`src/rtl/core/ata_rd_pkg.sv`:
```
`default_nettype none

package ata_rd_pkg;

    // Field widths
    localparam int MODE_W   = 2;
    localparam int LBA_W    = 28;
    localparam int COUNT_W  = 8;
    localparam int STATUS_W = 8;
    localparam int WORD_W   = 16;
    localparam int KIND_W   = 2;
    localparam int OFFS_W   = 3;
    localparam int BYTE_W   = 8;
    localparam int ERR_W    = 3;
    localparam int LIMIT_W  = 20;
    localparam int CFG_IDX_W  = 1;
    localparam int CFG_DATA_W = LIMIT_W;

    // Sector geometry
    localparam int WORDS_PER_SECTOR = 256;
    localparam int WORD_IDX_W       = $clog2(WORDS_PER_SECTOR);

    // Input modes
    localparam logic [MODE_W-1:0] MODE_START  = 2'd0;
    localparam logic [MODE_W-1:0] MODE_STATUS = 2'd1;
    localparam logic [MODE_W-1:0] MODE_DATA   = 2'd2;

    // Result kinds
    localparam logic [KIND_W-1:0] KIND_WRITE = 2'd0;
    localparam logic [KIND_W-1:0] KIND_DATA  = 2'd1;
    localparam logic [KIND_W-1:0] KIND_DONE  = 2'd2;
    localparam logic [KIND_W-1:0] KIND_FAIL  = 2'd3;

    // Error codes
    localparam logic [ERR_W-1:0] ERR_NONE        = 3'd0;
    localparam logic [ERR_W-1:0] ERR_NOT_PRESENT = 3'd1;
    localparam logic [ERR_W-1:0] ERR_BSY_TIMEOUT = 3'd2;
    localparam logic [ERR_W-1:0] ERR_DEVICE      = 3'd3;
    localparam logic [ERR_W-1:0] ERR_DRQ_TIMEOUT = 3'd4;

    // Task-file register offsets
    localparam logic [OFFS_W-1:0] TF_FEATURES = 3'd1;
    localparam logic [OFFS_W-1:0] TF_COUNT    = 3'd2;
    localparam logic [OFFS_W-1:0] TF_LBA0     = 3'd3;
    localparam logic [OFFS_W-1:0] TF_LBA1     = 3'd4;
    localparam logic [OFFS_W-1:0] TF_LBA2     = 3'd5;
    localparam logic [OFFS_W-1:0] TF_DRIVE    = 3'd6;
    localparam logic [OFFS_W-1:0] TF_COMMAND  = 3'd7;

    // Task-file values and status bits
    localparam logic [BYTE_W-1:0] DRIVE_LBA_MODE   = 8'hE0;
    localparam logic [BYTE_W-1:0] CMD_READ_SECTORS = 8'h20;
    localparam int ST_BSY_BIT = 7;
    localparam int ST_DRQ_BIT = 3;
    localparam int ST_ERR_BIT = 0;

    // Configuration registers
    localparam logic [CFG_IDX_W-1:0] CFG_DEVICE_PRESENT = 1'd0;
    localparam logic [CFG_IDX_W-1:0] CFG_POLL_LIMIT     = 1'd1;
    localparam logic [LIMIT_W-1:0]   POLL_LIMIT_RESET   = 20'd1000000;

endpackage

`default_nettype wire

```
`src/rtl/core/ata_rd_ifs.sv`:
```
`default_nettype none

// Request channel: start, status sample or data word
interface ata_rd_req_if;
    logic                              valid;
    logic                              ready;
    logic [ata_rd_pkg::MODE_W-1:0]     mode;
    logic [ata_rd_pkg::LBA_W-1:0]      lba;
    logic [ata_rd_pkg::COUNT_W-1:0]    count;
    logic [ata_rd_pkg::STATUS_W-1:0]   status;
    logic [ata_rd_pkg::WORD_W-1:0]     data_in;

    modport source (output valid, mode, lba, count, status, data_in, input ready);
    modport sink   (input valid, mode, lba, count, status, data_in, output ready);
endinterface

// Result channel
interface ata_rd_rsp_if;
    logic                              valid;
    logic                              ready;
    logic [ata_rd_pkg::KIND_W-1:0]     kind;
    logic [ata_rd_pkg::OFFS_W-1:0]     reg_offset;
    logic [ata_rd_pkg::BYTE_W-1:0]     reg_value;
    logic [ata_rd_pkg::WORD_W-1:0]     data_out;
    logic [ata_rd_pkg::ERR_W-1:0]      error_code;
    logic                              last;

    modport source (output valid, kind, reg_offset, reg_value, data_out, error_code, last,
                    input ready);
    modport sink   (input valid, kind, reg_offset, reg_value, data_out, error_code, last,
                    output ready);
endinterface

// Configuration write channel
interface ata_rd_cfg_if;
    logic                                valid;
    logic                                ready;
    logic [ata_rd_pkg::CFG_IDX_W-1:0]    index;
    logic [ata_rd_pkg::CFG_DATA_W-1:0]   data;

    modport source (output valid, index, data, input ready);
    modport sink   (input valid, index, data, output ready);
endinterface

`default_nettype wire

```
`src/rtl/core/ata_pio_read_sequencer_unit.sv`:
```
// Latency: the first result of a request is registered and shown in the cycle after the request is taken.
// Throughput: one request per cycle while results are accepted; a request that causes n results holds the input
//   until the result register has played them out and the last is taken (n is at most 7).
// A result still waiting holds off every request, even one that causes no result.
// Reset: phase idle, counters and address cleared, no result pending,
//   device_present cleared and poll_limit set to 1000000; config writes taken every cycle.
`default_nettype none

module ata_pio_read_sequencer_unit (
    input  wire              clk,
    input  wire              rst_n,
    ata_rd_req_if.sink       req,
    ata_rd_rsp_if.source     rsp,
    ata_rd_cfg_if.sink       cfg
);

    // Phase codes
    localparam logic [1:0] PH_IDLE     = 2'd0;
    localparam logic [1:0] PH_WAIT_BSY = 2'd1;
    localparam logic [1:0] PH_WAIT_DRQ = 2'd2;
    localparam logic [1:0] PH_DATA     = 2'd3;

    // Result burst codes
    localparam logic [1:0] BURST_FAIL   = 2'd0;
    localparam logic [1:0] BURST_WRITES = 2'd1;
    localparam logic [1:0] BURST_DATA   = 2'd2;

    localparam logic [2:0] BEAT_LAST_WRITE = 3'd6;
    localparam logic [ata_rd_pkg::WORD_IDX_W-1:0] WORD_IDX_MAX =
        ata_rd_pkg::WORD_IDX_W'(ata_rd_pkg::WORDS_PER_SECTOR - 1);

    // Configuration registers
    logic                              device_present_reg;
    logic [ata_rd_pkg::LIMIT_W-1:0]    poll_limit_reg;

    // Sequencer state
    logic [1:0]                        phase_reg, phase_next;
    logic [ata_rd_pkg::LBA_W-1:0]      start_address_reg, start_address_next;
    logic [ata_rd_pkg::COUNT_W-1:0]    sector_total_reg, sector_total_next;
    logic [ata_rd_pkg::COUNT_W-1:0]    sectors_done_reg, sectors_done_next;
    logic [ata_rd_pkg::WORD_IDX_W-1:0] word_index_reg, word_index_next;
    logic [ata_rd_pkg::LIMIT_W-1:0]    poll_count_reg, poll_count_next;

    // Result burst register
    logic                              bvalid_reg, bvalid_next;
    logic [2:0]                        beat_reg, beat_next;
    logic [1:0]                        bkind_reg;
    logic [ata_rd_pkg::ERR_W-1:0]      berr_reg;
    logic                              bdone_reg;
    logic [ata_rd_pkg::LBA_W-1:0]      blba_reg;
    logic [ata_rd_pkg::COUNT_W-1:0]    bcount_reg;
    logic [ata_rd_pkg::WORD_W-1:0]     bword_reg;

    // Burst descriptor built for the request being taken
    logic                              nb_gen;
    logic [1:0]                        nb_kind;
    logic [ata_rd_pkg::ERR_W-1:0]      nb_err;
    logic                              nb_done;

    logic                              req_acc;
    logic                              rsp_acc;
    logic                              beat_last;
    logic [ata_rd_pkg::LIMIT_W-1:0]    poll_inc;
    logic                              poll_expired;
    logic [ata_rd_pkg::COUNT_W-1:0]    sectors_inc;
    logic                              st_bsy, st_drq, st_err;

    // Handshakes
    assign rsp_acc   = bvalid_reg && rsp.ready;
    assign req.ready = !bvalid_reg || (rsp.ready && beat_last);
    assign req_acc   = req.valid && req.ready;
    assign cfg.ready = 1'b1;

    assign st_bsy       = req.status[ata_rd_pkg::ST_BSY_BIT];
    assign st_drq       = req.status[ata_rd_pkg::ST_DRQ_BIT];
    assign st_err       = req.status[ata_rd_pkg::ST_ERR_BIT];
    assign poll_inc     = poll_count_reg + 1'b1;
    assign poll_expired = (poll_inc >= poll_limit_reg);
    assign sectors_inc  = sectors_done_reg + 1'b1;

    // Configuration writes
    always_ff @(posedge clk or negedge rst_n)
    begin
        if (!rst_n)
        begin
            device_present_reg <= 1'b0;
            poll_limit_reg     <= ata_rd_pkg::POLL_LIMIT_RESET;
        end
        else if (cfg.valid && cfg.ready)
        begin
            unique case (cfg.index)
                ata_rd_pkg::CFG_DEVICE_PRESENT: device_present_reg <= cfg.data[0];
                ata_rd_pkg::CFG_POLL_LIMIT:     poll_limit_reg     <= cfg.data;
                default: ;
            endcase
        end
    end

    // Sequencer next state and burst descriptor
    always_comb
    begin
        phase_next         = phase_reg;
        start_address_next = start_address_reg;
        sector_total_next  = sector_total_reg;
        sectors_done_next  = sectors_done_reg;
        word_index_next    = word_index_reg;
        poll_count_next    = poll_count_reg;
        nb_gen             = 1'b0;
        nb_kind            = BURST_FAIL;
        nb_err             = ata_rd_pkg::ERR_NONE;
        nb_done            = 1'b0;

        if (req_acc)
        begin
            unique case (req.mode)
                ata_rd_pkg::MODE_START:
                begin
                    if (!device_present_reg)
                    begin
                        phase_next      = PH_IDLE;
                        poll_count_next = '0;
                        nb_gen          = 1'b1;
                        nb_err          = ata_rd_pkg::ERR_NOT_PRESENT;
                    end
                    else
                    begin
                        start_address_next = req.lba;
                        sector_total_next  = (req.count == '0) ? 8'd1 : req.count;
                        sectors_done_next  = '0;
                        word_index_next    = '0;
                        poll_count_next    = '0;
                        phase_next         = PH_WAIT_BSY;
                    end
                end
                ata_rd_pkg::MODE_STATUS:
                begin
                    unique case (phase_reg)
                        PH_WAIT_BSY:
                        begin
                            if (!st_bsy)
                            begin
                                phase_next      = PH_WAIT_DRQ;
                                poll_count_next = '0;
                                nb_gen          = 1'b1;
                                nb_kind         = BURST_WRITES;
                            end
                            else if (poll_expired)
                            begin
                                phase_next      = PH_IDLE;
                                poll_count_next = '0;
                                nb_gen          = 1'b1;
                                nb_err          = ata_rd_pkg::ERR_BSY_TIMEOUT;
                            end
                            else
                            begin
                                poll_count_next = poll_inc;
                            end
                        end
                        PH_WAIT_DRQ:
                        begin
                            if (st_err)
                            begin
                                phase_next      = PH_IDLE;
                                poll_count_next = '0;
                                nb_gen          = 1'b1;
                                nb_err          = ata_rd_pkg::ERR_DEVICE;
                            end
                            else if (!st_bsy && st_drq)
                            begin
                                phase_next      = PH_DATA;
                                word_index_next = '0;
                                poll_count_next = '0;
                            end
                            else if (poll_expired)
                            begin
                                phase_next      = PH_IDLE;
                                poll_count_next = '0;
                                nb_gen          = 1'b1;
                                nb_err          = ata_rd_pkg::ERR_DRQ_TIMEOUT;
                            end
                            else
                            begin
                                poll_count_next = poll_inc;
                            end
                        end
                        default: ;
                    endcase
                end
                ata_rd_pkg::MODE_DATA:
                begin
                    if (phase_reg == PH_DATA)
                    begin
                        nb_gen  = 1'b1;
                        nb_kind = BURST_DATA;
                        if (word_index_reg == WORD_IDX_MAX)
                        begin
                            word_index_next   = '0;
                            sectors_done_next = sectors_inc;
                            poll_count_next   = '0;
                            if (sectors_inc >= sector_total_reg)
                            begin
                                phase_next = PH_IDLE;
                                nb_done    = 1'b1;
                            end
                            else
                            begin
                                phase_next = PH_WAIT_DRQ;
                            end
                        end
                        else
                        begin
                            word_index_next = word_index_reg + 1'b1;
                        end
                    end
                end
                default: ;
            endcase
        end
    end

    // Burst control
    always_comb
    begin
        bvalid_next = bvalid_reg;
        beat_next   = beat_reg;
        if (req_acc)
        begin
            bvalid_next = nb_gen;
            beat_next   = '0;
        end
        else if (rsp_acc)
        begin
            if (beat_last)
                bvalid_next = 1'b0;
            else
                beat_next = beat_reg + 1'b1;
        end
    end

    // State and control registers
    always_ff @(posedge clk or negedge rst_n)
    begin
        if (!rst_n)
        begin
            phase_reg         <= PH_IDLE;
            start_address_reg <= '0;
            sector_total_reg  <= '0;
            sectors_done_reg  <= '0;
            word_index_reg    <= '0;
            poll_count_reg    <= '0;
            bvalid_reg        <= 1'b0;
            beat_reg          <= '0;
        end
        else
        begin
            phase_reg         <= phase_next;
            start_address_reg <= start_address_next;
            sector_total_reg  <= sector_total_next;
            sectors_done_reg  <= sectors_done_next;
            word_index_reg    <= word_index_next;
            poll_count_reg    <= poll_count_next;
            bvalid_reg        <= bvalid_next;
            beat_reg          <= beat_next;
        end
    end

    // Burst payload, loaded with each request taken
    always_ff @(posedge clk)
    begin
        if (req_acc)
        begin
            bkind_reg  <= nb_kind;
            berr_reg   <= nb_err;
            bdone_reg  <= nb_done;
            blba_reg   <= start_address_reg;
            bcount_reg <= sector_total_reg;
            bword_reg  <= req.data_in;
        end
    end

    // Result decode from burst and beat
    always_comb
    begin
        rsp.kind       = ata_rd_pkg::KIND_FAIL;
        rsp.reg_offset = '0;
        rsp.reg_value  = '0;
        rsp.data_out   = '0;
        rsp.error_code = '0;
        beat_last      = 1'b1;
        unique case (bkind_reg)
            BURST_WRITES:
            begin
                rsp.kind  = ata_rd_pkg::KIND_WRITE;
                beat_last = (beat_reg == BEAT_LAST_WRITE);
                case (beat_reg)
                    3'd0:
                    begin
                        rsp.reg_offset = ata_rd_pkg::TF_DRIVE;
                        rsp.reg_value  = ata_rd_pkg::DRIVE_LBA_MODE | {4'b0, blba_reg[27:24]};
                    end
                    3'd1: rsp.reg_offset = ata_rd_pkg::TF_FEATURES;
                    3'd2:
                    begin
                        rsp.reg_offset = ata_rd_pkg::TF_COUNT;
                        rsp.reg_value  = bcount_reg;
                    end
                    3'd3:
                    begin
                        rsp.reg_offset = ata_rd_pkg::TF_LBA0;
                        rsp.reg_value  = blba_reg[7:0];
                    end
                    3'd4:
                    begin
                        rsp.reg_offset = ata_rd_pkg::TF_LBA1;
                        rsp.reg_value  = blba_reg[15:8];
                    end
                    3'd5:
                    begin
                        rsp.reg_offset = ata_rd_pkg::TF_LBA2;
                        rsp.reg_value  = blba_reg[23:16];
                    end
                    default:
                    begin
                        rsp.reg_offset = ata_rd_pkg::TF_COMMAND;
                        rsp.reg_value  = ata_rd_pkg::CMD_READ_SECTORS;
                    end
                endcase
            end
            BURST_DATA:
            begin
                // data word, then done when the final sector completes
                if (beat_reg == 3'd0)
                begin
                    rsp.kind     = ata_rd_pkg::KIND_DATA;
                    rsp.data_out = bword_reg;
                    beat_last    = !bdone_reg;
                end
                else
                begin
                    rsp.kind = ata_rd_pkg::KIND_DONE;
                end
            end
            default:
            begin
                rsp.kind       = ata_rd_pkg::KIND_FAIL;
                rsp.error_code = berr_reg;
            end
        endcase
    end

    assign rsp.valid = bvalid_reg;
    assign rsp.last  = beat_last;

    // Checks
    a_done_leaves_idle: assert property (@(posedge clk) disable iff (!rst_n)
        (rsp.valid && rsp.kind == ata_rd_pkg::KIND_DONE) |-> (phase_reg == PH_IDLE))
        else $error("done result while a command is still running");

    a_writes_wait_drq: assert property (@(posedge clk) disable iff (!rst_n)
        (rsp.valid && rsp.kind == ata_rd_pkg::KIND_WRITE) |-> (phase_reg == PH_WAIT_DRQ))
        else $error("task-file write while not waiting for DRQ");

    a_fail_has_code: assert property (@(posedge clk) disable iff (!rst_n)
        (rsp.valid && rsp.kind == ata_rd_pkg::KIND_FAIL) |->
            (rsp.error_code != ata_rd_pkg::ERR_NONE && rsp.last))
        else $error("failure result without code or not final");

    a_beat_holds: assert property (@(posedge clk) disable iff (!rst_n)
        (rsp.valid && !rsp.ready) |=> (rsp.valid && $stable(beat_reg)))
        else $error("burst moved on while result stalled");

endmodule

`default_nettype wire
```
`src/flat_wrapper.sv`:
```
// flat-port wrapper written by rule: the top's interface ports become plain ports
module ata_pio_read_sequencer_unit_flat 
  (clk, rst_n, req_valid, req_mode, req_lba, req_count, req_status, req_data_in, req_ready, rsp_valid, rsp_kind, rsp_reg_offset, rsp_reg_value, rsp_data_out, rsp_error_code, rsp_last, rsp_ready, cfg_valid, cfg_index, cfg_data, cfg_ready);
  ata_rd_req_if req_i ();
  ata_rd_rsp_if rsp_i ();
  ata_rd_cfg_if cfg_i ();
  input  wire clk;
  input  wire rst_n;
  input wire logic [$bits(req_i.valid)-1:0] req_valid;
  input wire logic [$bits(req_i.mode)-1:0] req_mode;
  input wire logic [$bits(req_i.lba)-1:0] req_lba;
  input wire logic [$bits(req_i.count)-1:0] req_count;
  input wire logic [$bits(req_i.status)-1:0] req_status;
  input wire logic [$bits(req_i.data_in)-1:0] req_data_in;
  output wire logic [$bits(req_i.ready)-1:0] req_ready;
  output wire logic [$bits(rsp_i.valid)-1:0] rsp_valid;
  output wire logic [$bits(rsp_i.kind)-1:0] rsp_kind;
  output wire logic [$bits(rsp_i.reg_offset)-1:0] rsp_reg_offset;
  output wire logic [$bits(rsp_i.reg_value)-1:0] rsp_reg_value;
  output wire logic [$bits(rsp_i.data_out)-1:0] rsp_data_out;
  output wire logic [$bits(rsp_i.error_code)-1:0] rsp_error_code;
  output wire logic [$bits(rsp_i.last)-1:0] rsp_last;
  input wire logic [$bits(rsp_i.ready)-1:0] rsp_ready;
  input wire logic [$bits(cfg_i.valid)-1:0] cfg_valid;
  input wire logic [$bits(cfg_i.index)-1:0] cfg_index;
  input wire logic [$bits(cfg_i.data)-1:0] cfg_data;
  output wire logic [$bits(cfg_i.ready)-1:0] cfg_ready;
  assign req_i.valid = req_valid;
  assign req_i.mode = req_mode;
  assign req_i.lba = req_lba;
  assign req_i.count = req_count;
  assign req_i.status = req_status;
  assign req_i.data_in = req_data_in;
  assign req_ready = req_i.ready;
  assign rsp_valid = rsp_i.valid;
  assign rsp_kind = rsp_i.kind;
  assign rsp_reg_offset = rsp_i.reg_offset;
  assign rsp_reg_value = rsp_i.reg_value;
  assign rsp_data_out = rsp_i.data_out;
  assign rsp_error_code = rsp_i.error_code;
  assign rsp_last = rsp_i.last;
  assign rsp_i.ready = rsp_ready;
  assign cfg_i.valid = cfg_valid;
  assign cfg_i.index = cfg_index;
  assign cfg_i.data = cfg_data;
  assign cfg_ready = cfg_i.ready;
  ata_pio_read_sequencer_unit u_core (.clk(clk), .rst_n(rst_n), .req(req_i), .rsp(rsp_i), .cfg(cfg_i));
endmodule
```
`config.mk`:
```
export PLATFORM = sky130hd
export DESIGN_NAME = ata_pio_read_sequencer_unit_flat
export DESIGN_NICKNAME = d
export VERILOG_FILES = /design/src/rtl/core/ata_rd_pkg.sv /design/src/rtl/core/ata_rd_ifs.sv /design/src/rtl/core/ata_pio_read_sequencer_unit.sv /design/src/flat_wrapper.sv
export SDC_FILE = /design/constraint.sdc
export NUM_CORES = 1
export LEC_CHECK = 0
export BUFFER_PORTS_ARGS = -buffer_cell sky130_fd_sc_hd__buf_2
export CORE_MARGIN = 2
export CORE_UTILIZATION = 55
export CTS_CLUSTER_DIAMETER = 50
export DETAILED_ROUTE_END_ITERATION = 6
export PLACE_DENSITY = 0.82
export SLEW_MARGIN = 25
export SYNTH_ARGS = -nofsm -noshare
export SYNTH_HDL_FRONTEND = slang
export SYNTH_SLANG_ARGS = --single-unit
```
`constraint.sdc`:
```
create_clock -name clk -period 9.5 [get_ports clk]
set_input_delay 1.9 -clock clk [delete_from_list [all_inputs] [get_ports clk]]
set_output_delay 1.9 -clock clk [all_outputs]
set_load 0.03 [all_outputs]
```
==> results_dict.tcl <==
set metrics [dict create \
    antenna_found_initial 0 \
    fin_tns_setup_ps 0 \
    areaGrowthSynthToFinish_pct 16.1 \
    seqPwrFrac_pct 49.2 \
    track_usage_pct 23.2 \
    htree_num_levels 4 \
    root_buffer "clkbuf_16" \
    die-area_sq_um 15400 \
    grt_pass1_wl_um 27500 \
    synth-seq-cells 157 \
    leakagePower_uw 0.00414 \
    nNetsFinal 938 \
    yosysTopAreaCell "dfrtp_1" \
    min_period_over_period_pct 48.7 \
    p_int_uw 1330 \
    portBuffers 117 \
    post_cts_buffers 0 \
    worst_setup_path_end_kind "primary output" \
    power_uw 1840 \
    vias 5808 \
    dp.cells 966 \
    hpwl_um 12400 \
    placementRows 43 \
    ir_drop_mv 0.141 \
    critPathMaxFanout 8 \
    hold_slack_ps 441 \
    arrival_ps 2730 \
    worst_pin_slew_ps 963 \
    synthFlopType "dfrtp_1" \
    pwr-share-clk_pct 35.2 \
    start_kind "input port" \
    synth_edf_count 58 \
    synth_area_sq_um 7910 \
    syn-num-nets 825 \
    synth_top_area_share_pct 29.1 \
    clock-sinks 157 \
    powerDensity_nw_per_um2 200 \
    clock_path_buffers 2 \
    critPathRequiredTime_ps 7600 \
    finalNonFillerCells 998 \
    dr.first_iter.drc_count 533 \
    status "finished, final reports clean" \
    power_switching_uw 511 \
    clkTransAtPathRegs_ps 60 \
    yosysWarnings 0 \
    grt_pass1_vias 5738 \
    cts-hold-fix-buffers 0 \
    route.detailed.drc 0 \
    gp_congestion 0.905 \
    start_util_pct 56.6 \
    coreArea_sq_um 14000 \
    synth_area_leaders "dfrtp_1, edfxtp_1, mux2_2" \
    detail-route-antenna-nets 0 \
    hold_class "flop to flop" \
    cts_tree "yes" \
    drv_cap 0 \
    worst-setup-path-type "input port to primary output" \
    ys_seq_area_share_pct 53.4 \
    die_w_um 124 \
    power_switching_share_pct 27.8 \
    insertion_delay_ps 420 \
    ios 124 \
    hold_violations 0 \
    grt_max_degree 53 \
    grt_setup_unrepaired "false" \
    grt_overflow 0 \
    setup_viol 0 \
    synth_area_per_cell_sq_um 11.4 \
    fin_util_pct 65.7 \
    cts_inserted_buffers 17 \
    slew_headroom_pct 34.1 \
    antenna_cells 0 \
    postSynthCellCount 692 \
    firstDrtPassIters 5 \
    avgRoutedWirePerCell_um 17.2 \
    cts_resized 0 \
    drive_above_1_share_pct 28.5 \
    report.final.slew_viol_count 0 \
    dieHeight_um 124 \
    final.setup_skew_ps 9.75 \
    wl_um 17200 \
    pwr-share-comb_pct 15.6 \
    period_needed_ps 4630 \
    async_flop_share_pct 63.1 \
    fmax_ghz 0.216 \
    routed_via_density 5.82 \
    synth.distinct_cells 63 \
]
-- layer usage --
layer	global-route usage, %	up-vias	wire length, um
met5	0	-	0
met4	9.13	0	399
met3	5.59	28	1330
met2	37.9	253	8400
met1	30.0	2831	7090
li1	-	2696	-
-- synth_stat cells, types with 3 or more instances --
cell,instances
a2111oi_0,3
a211oi_1,3
a21boi_0,3
a21oi_1,20
a222oi_1,6
a22o_1,8
a22oi_1,3
a2bb2oi_1,4
a31o_2,4
a31oi_1,4
and2_1,20
and3_1,12
buf_2,4
buf_4,5
clkbuf_1,15
dfrtp_1,92
dfstp_2,7
edfxtp_1,58
ha_1,45
inv_1,51
mux2_2,58
nand2_1,74
nand2b_1,11
nand3_1,25
nand3b_1,3
nand4_1,6
nor2_1,19
nor2b_1,7
nor3_1,3
nor4_1,5
o21ai_0,49
o31ai_1,5
xnor2_1,14
xor2_1,10
-- final timing paths --
check / to / from / slack [ps] / cells past startpoint
max: req_ready / rsp_ready / 4870 / 4
min: u_core.blba_reg[21] / u_core.start_address_reg[21] / 440 / 0
max reg2reg: u_core.poll_count_reg[14] / u_core.poll_count_reg[0] / 5190 / 13
min reg2reg: u_core.blba_reg[21] / u_core.start_address_reg[21] / 440 / 0
max in group asynchronous: u_core.sector_total_reg[0] / rst_n / 6870 / 2
min in group asynchronous: u_core.poll_limit_reg[13] / rst_n / 1500 / 1
-- kinds of logic after synthesis --
group           count (synthesis)  synth area share, %
flops                         157                 53.4
compound gates                132                 11.4
buf+inv                        77                 4.05
xor+xnor                       24                 2.66
fa+ha+maj                      45                 7.11
mux                            60                 8.54
simple gates                  196                 12.8
other cells                     1               0.0474
-- power groups by stage --
| stage | logic [uW] | registers [uW] | clock network [uW] |
|---|---|---|---|
| 4_1_cts | 289 | 904 | 658 |
| 2_1_floorplan | 205 | 892 | 0 |
| 3_5_place_dp | 287 | 916 | 0 |
| 5_1_grt | 320 | 916 | 688 |
| 6_report | 288 | 904 | 648 |
| 3_3_place_gp | 271 | 905 | 0 |
-- cell type report --
| class | count | area (sq um) |
|---|---|---|
| Timing Repair Buffer | 120 | 611 |
| Tap cell | 180 | 225 |
| Inverter | 51 | 191 |
| Sequential cell | 157 | 4230 |
| Clock buffer | 20 | 468 |
| Multi-Input combinational cell | 458 | 3370 |
| Clock inverter | 12 | 98.8 |
| Fill cell | 1029 | 4800 |
-- through the flow --
step                      worst slack, ps  cell area [sq um]
final                                4870               9190
after global routing                 4780               9190
after CTS                            4870               9190
after detailed placement             4880               8620
after global placement               4890               8620
after floorplan                      5280               7910
-- placed cells by master, fill, tap and decap left out, drive strengths merged, types with 14 or more instances in the layout --
cell type,count
dfrtp,92
nor2,20
xnor2,14
mux2,60
and2,20
edfxtp,58
nand2,74
inv,57
clkbuf,20
a21oi,21
buf,120
o21ai,50
nand3,27
ha,45
-- critical path, stage by stage --
cell and delay (ps):
buf_2 130, inv_1 100, o21ai_4 310, buf_2 280
Power figures use the tool's default switching activity.
